==> config.mk <==
export PLATFORM = sky130hd
export DESIGN_NAME = rhht_ctrl
export DESIGN_NICKNAME = d
export VERILOG_FILES = /design/src/rtl/rhht_pkg.sv /design/src/rtl/rhht_ctrl.sv
export SDC_FILE = /design/constraint.sdc
export NUM_CORES = 1
export LEC_CHECK = 0
export ABC_AREA = 1
export BUFFER_PORTS_ARGS = -buffer_cell sky130_fd_sc_hd__buf_4
export CORE_MARGIN = 2
export CORE_UTILIZATION = 44
export DETAILED_ROUTE_END_ITERATION = 12
export HOLD_SLACK_MARGIN = 0.02
export PLACE_DENSITY = 0.87
export SLEW_MARGIN = 20
export SYNTH_ARGS = -nofsm -noshare
export SYNTH_HDL_FRONTEND = slang
export SYNTH_SLANG_ARGS = --single-unit
==> constraint.sdc <==
create_clock -name clk_i -period 1.55 [get_ports clk_i]
set_clock_uncertainty 0.2 [all_clocks]
set_input_delay 0.31 -clock clk_i [delete_from_list [all_inputs] [get_ports clk_i]]
set_output_delay 0.31 -clock clk_i [all_outputs]
set_load 0.01 [all_outputs]
==> src/rtl/rhht_pkg.sv <==
// Shared types and constants for the Robin Hood hash table.
// Holds the request and response beats and the controller/datapath interface.
// Depends on nothing.
package rhht_pkg;

  localparam int unsigned DefaultDepth   = 1024;
  localparam int unsigned DefaultKeyBits = 64;
  localparam int unsigned KeyW           = 64;
  localparam int unsigned HashW          = 48;
  localparam int unsigned ValueW         = 64;
  localparam int unsigned LimitW         = 11;
  localparam int unsigned CountW         = 11;
  localparam logic [LimitW-1:0] LimitReset = LimitW'(768);

  typedef enum logic [1:0] {
    MODE_INSERT = 2'd0,
    MODE_LOOKUP = 2'd1,
    MODE_DELETE = 2'd2,
    MODE_UNUSED = 2'd3
  } mode_e;

  typedef enum logic [2:0] {
    ST_INSERTED  = 3'd0,
    ST_DUPLICATE = 3'd1,
    ST_FOUND     = 3'd2,
    ST_NOT_FOUND = 3'd3,
    ST_DELETED   = 3'd4,
    ST_FULL      = 3'd5
  } status_e;

  typedef struct packed {
    logic [1:0]        mode;
    logic [KeyW-1:0]   key;
    logic [HashW-1:0]  key_hash;
    logic [ValueW-1:0] value;
  } req_t;

  typedef struct packed {
    logic [2:0]        status;
    logic [ValueW-1:0] found_value;
    logic [CountW-1:0] entry_count;
  } rsp_t;

  // Commands from the controller to the datapath.
  typedef struct packed {
    logic    clear_step;
    logic    load;
    logic    home_step;
    logic    rd_first;
    logic    advance;
    logic    swap;
    logic    place;
    logic    del_start;
    logic    shift_move;
    logic    shift_end;
    logic    dec_count;
    logic    respond;
    logic    take_value;
    status_e code;
  } cmd_t;

  // Status from the datapath to the controller.
  typedef struct packed {
    logic  clear_last;
    logic  home_done;
    logic  full;
    logic  empty;
    logic  match;
    logic  less;
    logic  le1;
    logic  probe_last;
    mode_e mode;
  } stat_t;

endpackage

==> src/rtl/rhht_ctrl.sv <==
// Controller state machine of the Robin Hood hash table.
// Sequences clearing, home bucket reduction, probing and backward shift.
// Depends on rhht_pkg.
module rhht_ctrl (
  input  logic           clk_i,
  input  logic           rst_ni,
  input  logic           start,
  output logic           busy,
  input  rhht_pkg::stat_t stat_i,
  output rhht_pkg::cmd_t  cmd_o
);
  import rhht_pkg::*;

  typedef enum logic [4:0] {
    S_CLEAR = 5'b00001,
    S_IDLE  = 5'b00010,
    S_HOME  = 5'b00100,
    S_EVAL  = 5'b01000,
    S_SHIFT = 5'b10000
  } state_e;

  state_e state_q, state_d;

  assign busy = (state_q != S_IDLE);

  always_comb begin
    state_d = state_q;
    cmd_o   = '0;
    cmd_o.code = ST_NOT_FOUND;
    unique case (state_q)
      S_CLEAR: begin
        cmd_o.clear_step = 1'b1;
        if (stat_i.clear_last) begin
          state_d = S_IDLE;
        end
      end
      S_IDLE: begin
        if (start) begin
          cmd_o.load = 1'b1;
          state_d    = S_HOME;
        end
      end
      S_HOME: begin
        if (!stat_i.home_done) begin
          cmd_o.home_step = 1'b1;
        end else if (stat_i.mode == MODE_INSERT && stat_i.full) begin
          cmd_o.respond = 1'b1;
          cmd_o.code    = ST_FULL;
          state_d       = S_IDLE;
        end else if (stat_i.mode == MODE_UNUSED) begin
          cmd_o.respond = 1'b1;
          state_d       = S_IDLE;
        end else begin
          cmd_o.rd_first = 1'b1;
          state_d        = S_EVAL;
        end
      end
      S_EVAL: begin
        priority if (stat_i.mode == MODE_INSERT) begin
          if (stat_i.empty) begin
            cmd_o.place   = 1'b1;
            cmd_o.respond = 1'b1;
            cmd_o.code    = ST_INSERTED;
            state_d       = S_IDLE;
          end else if (stat_i.match) begin
            cmd_o.respond = 1'b1;
            cmd_o.code    = ST_DUPLICATE;
            state_d       = S_IDLE;
          end else begin
            cmd_o.swap    = stat_i.less;
            cmd_o.advance = 1'b1;
          end
        end else if (stat_i.empty) begin
          cmd_o.respond = 1'b1;
          state_d       = S_IDLE;
        end else if (stat_i.match) begin
          if (stat_i.mode == MODE_LOOKUP) begin
            cmd_o.respond    = 1'b1;
            cmd_o.take_value = 1'b1;
            cmd_o.code       = ST_FOUND;
            state_d          = S_IDLE;
          end else begin
            cmd_o.del_start = 1'b1;
            state_d         = S_SHIFT;
          end
        end else if (stat_i.probe_last) begin
          cmd_o.respond = 1'b1;
          state_d       = S_IDLE;
        end else begin
          cmd_o.advance = 1'b1;
        end
      end
      S_SHIFT: begin
        if (stat_i.le1) begin
          cmd_o.shift_end = 1'b1;
          cmd_o.dec_count = 1'b1;
          cmd_o.respond   = 1'b1;
          cmd_o.code      = ST_DELETED;
          state_d         = S_IDLE;
        end else if (stat_i.probe_last) begin
          // The shift wrapped the whole table: the last move stands, no bucket empties.
          cmd_o.shift_move = 1'b1;
          cmd_o.dec_count  = 1'b1;
          cmd_o.respond    = 1'b1;
          cmd_o.code       = ST_DELETED;
          state_d          = S_IDLE;
        end else begin
          cmd_o.shift_move = 1'b1;
          cmd_o.advance    = 1'b1;
        end
      end
      default: begin
        state_d = S_IDLE;
      end
    endcase
  end

  always_ff @(posedge clk_i or negedge rst_ni) begin
    if (!rst_ni) begin
      state_q <= S_CLEAR;
    end else begin
      state_q <= state_d;
    end
  end

endmodule

# Yosys cells after proc, flatten, opt, wreduce, memory -nomap -nowiden
# Cells that the tools add are included.
[op_classes] n_reduce_logical=3 muxes=65 n_eq_ne=12
[op_table] operator="$mux W5" count=13
[op_table] operator="$mux W1" count=30
[op_table] operator="$pmux W5 S5" count=1
[op_table] operator="$mux W3" count=7
[op_table] operator="$mux W2" count=8
[op_table] operator="$mux W4" count=3
[op_table] operator="$pmux W3 S3" count=1
[op_table] operator="$ne A2 B2 Y1 const B" count=3
[op_table] operator="$eq A5 B1 Y1 const B" count=1
[op_table] operator="$eq A5 B2 Y1 const B" count=1
[op_table] operator="$eq A5 B3 Y1 const B" count=1
[op_table] operator="$eq A5 B4 Y1 const B" count=1
[op_table] operator="$eq A5 B5 Y1 const B" count=1
[op_table] operator="$ne A5 B2 Y1 const B" count=1
[op_table] operator="$ne A4 B4 Y1 const B" count=1
[op_table] operator="$reduce_and A4 Y1" count=1
[op_table] operator="$pmux W1 S3" count=1
[op_table] operator="$eq A2 B1 Y1 const B" count=1
[op_table] operator="$eq A2 B2 Y1 const B" count=1
[op_table] operator="$logic_not A2 Y1" count=1
[op_table] operator="$pmux W1 S2" count=1
[op_table] operator="$logic_and A1 B1 Y1" count=1
[word_totals] register_bits=5 in_bits=13 wordCells=81

# Logic depth before layout (Yosys ltp)
[logic_depth] word_depth=6 depth_mapped=9

# Least setup slack after synthesis
# No wires, ideal clock.
[synth_timing] path_kind="reg-to-output" from="register state_q[1]" to="output port cmd_o[2] (netlist bit)" path_buffers=0 required_time_ps=1040 slack_ps=-75 arrival_ps=1115 path_stages_with_launch=6 cell_sequence="dfrtp_1 nor2_4 nand2_2 nor2_4 inv_2 o21ai_0"
[synth_lines] element="from (decl)" line="rhht_ctrl.sv:22" rtl="state_e state_q, state_d;"
[synth_lines] element="from (signal assigned)" line="rhht_ctrl.sv:122" rtl="state_q <= state_d;"
[synth_lines] element="to (decl)" line="rhht_ctrl.sv:10" rtl="output rhht_pkg::cmd_t cmd_o"

==> results.ini <==
[yosys]
yosysMostFrequentCell=inv_1
synth_area_leader_cell=dfrtp_1
synth-edff-count=0
ys_types=20
yosys-top-cells-area=dfrtp_1 (17%), inv_1 (13%), nand2_1 (13%)
async_flop_share_pct=100.0
synth.top_cell.area_share_pct=16.95
synth_flop_cell=dfrtp_1
ys_warn_count=0
ys_ff_latch=5
syn_inst=105
post_synth_most_frequent_cells=inv_1 (21), nand2_1 (20), nor2_1 (18), nand3_1 (12), nand4_1 (5)
synth_area_um2=590.6
yosysSeqAreaShare_pct=21.40
syn-num-nets=118
synth.avg_cell_area_um2=5.624

[critical_path]
crit_arrival_ns=1.48
rrSetupSlack_ns=-0.12
cpMaxStageDelayCell=dfrtp_1
crit_path_start=state_q[2]
crit_path_max_incr_delay_ns=0.44
critPathRequiredTime_ns=1.04
r2r-end=state_q[1]
worstSetupPathType=reg2out
cp-end-kind=primary output
path_cells=nor2_4 > nand3_2 > nand2_2 > inv_1 > nand2_1 > nand4_1 > buf_4
rr_startpoint=state_q[1]
cp_max_fo=4
endpoint=cmd_o[1]
critPathLaunchType=register
r2r_cells=10

[detailed_routing]
drtIter0Drc=20
ant_nets=0
viasPerCell=5.202
drt_wl_total_um=2408
drc=0
vias=952
drt_pass1_iterations=5
wl_per_cell_um=13.16

[sta]
timing.fmax_ghz=0.5019
fin_crit_ns=1.993
fin_ws_ns=-0.4425
maxSlewViolCount=0
finalHoldViolCount=0
relSlewSlack_pct=84.21
rsz0062_at_grt=true
worst_slew_pin_slew_ns=0.2359
fin_crit_sh_pct=128.5
finalSetupViolations=19

[die]
fp-row-count=13
die_h_um=40.64
fp.coreArea_um2=1269
die_area_um2=1651
die_w_um=40.64
ioPinCount=30
initial_utilization_pct=46.55

[global_route]
grt_start_max_net_pins=7
grt_pass1_wl_um=3332
grt_use_total_pct=31.56
antenna_found_initial=0
first_global_vias=778
grt_overflow=0

[placement]
dp.cells=172
dp_hpwl_um=1583
gp_congestion=0.7961
port_buffers=29
place_area_um2=1012

[power_and_ir_drop]
swShare_pct=46.19
intPower_mw=0.6897
vdd_drop_max_uv=1116
comb_power_share_pct=70.7
power.share.sequential_pct=17.1
powerDensity_nw_per_um2=1116
p_sw_mw=0.5920
leakage_nw=0.6369
power_frac_clock_pct=12.2

[finish]
num_antenna_cells=0
largest_reg_flops=5
nets=182
regMostFlops=state_q
reg_top3=state_q (5)
layout.cells.non_filler=183
drive_gt1_share_pct=52.38
design_area_um2=1149
area_growth_pct=94.49

[clocking]
clockBufferDepth=2
htree_levels=1
cts_root_buf=clkbuf_4
cts.clk_slew.worst_paths_ns=0.04
clock_latency_ns=0.25
clock-sinks=5
tritoncts=yes
cts_inserted_buffers=3

[outcome]
status=finished, violations left
violations=negative setup slack

[worst_hold_path]
hold_class=in2reg
whs_path_depth=4

[flow_run]
drv_cap=0

==> stage by stage <==
step / util (%) / power [mW] / setup TNS [ns] / worst slack, ns / hold WS (ns)
after floorplan: - / 0.5730 / -0.02160 / -0.02160 / -0.1856
after global placement: 79.78 / 0.8658 / -0.6467 / -0.1234 / -0.09046
after detailed placement: 79.78 / 0.8947 / -0.9884 / -0.1390 / -0.08819
after CTS: 87.77 / 1.199 / -5.081 / -0.3906 / 0.1814
after global routing: 90.53 / 1.377 / -7.775 / -0.5270 / 0.2150
final: 90.53 / 1.282 / -6.413 / -0.4425 / 0.1815
==> cell type report <==
| type | count | area [um^2] |
|---|---|---|
| timing repair buffer | 59 | 452.9 |
| multi-input combinational | 76 | 425.4 |
| sequential | 5 | 127.6 |
| fill | 62 | 120.1 |
| inverter | 24 | 97.59 |
| clock buffer | 4 | 26.28 |
| tap | 15 | 18.77 |
==> cell usage in the layout (no fill, tap or decap), types with 2 or more instances in the layout <==
master	count
inv_2	5
dfrtp_1	3
a21oi_2	2
nand3_2	2
nor2_1	15
nand2_1	18
clkbuf_4	3
nand4_1	5
inv_1	17
o211ai_1	2
nor2_4	6
buf_4	56
nand2_2	4
nand3_1	11
o21ai_1	2
buf_6	2
o21ai_0	3
==> power by group through the flow <==
stage          combinational [mW]  sequential (mW)  clock (mW)
2_1_floorplan               0.368            0.205           0
3_3_place_gp                0.666            0.200           0
3_5_place_dp                0.688            0.207           0
4_1_cts                     0.843            0.203       0.153
5_1_grt                     0.993            0.219       0.165
6_report                    0.906            0.219       0.156
==> cell families (layout without fill, tap and decap cells) <==
group	Yosys count	in the layout	share of synthesized area [%]
flops	5	5	21.40
simple gates	66	66	54.03
buf+inv	24	87	15.25
compound gates	10	10	9.320
==> worst min path at each step <==
stage | from | endpoint | slack [ns]
6_report | stat_i[9] | state_q[0] | 0.18
5_1_grt | stat_i[9] | state_q[0] | 0.22
4_1_cts | stat_i[9] | state_q[0] | 0.18
3_5_place_dp | rst_ni | state_q[4] | -0.09
3_3_place_gp | rst_ni | state_q[1] | -0.09
2_1_floorplan | rst_ni | state_q[1] | -0.19
==> worst max-delay path: cells and delay by family (launching register included) <==
family        cells  cell delay (ns)
simple gates      5             0.58
flops             1             0.44
buf+inv           2             0.22
==> metal layers <==
metal / share of wire, % / global-route usage (%)
met3: 5.6 / 5.978
met5: 0 / 0
met1: 41 / 36.54
met4: 1.7 / 16.67
met2: 52 / 54.37
==> timing repair <==
action	4_1_cts	5_1_grt
hold buffers	1	0
buffers inserted	5	2
endpoints found under the setup margin	18	19
pin swaps	4	2
hold endpoints to repair	5	0
gates resized for setup	10	10
(Power assumes the default switching activity.)
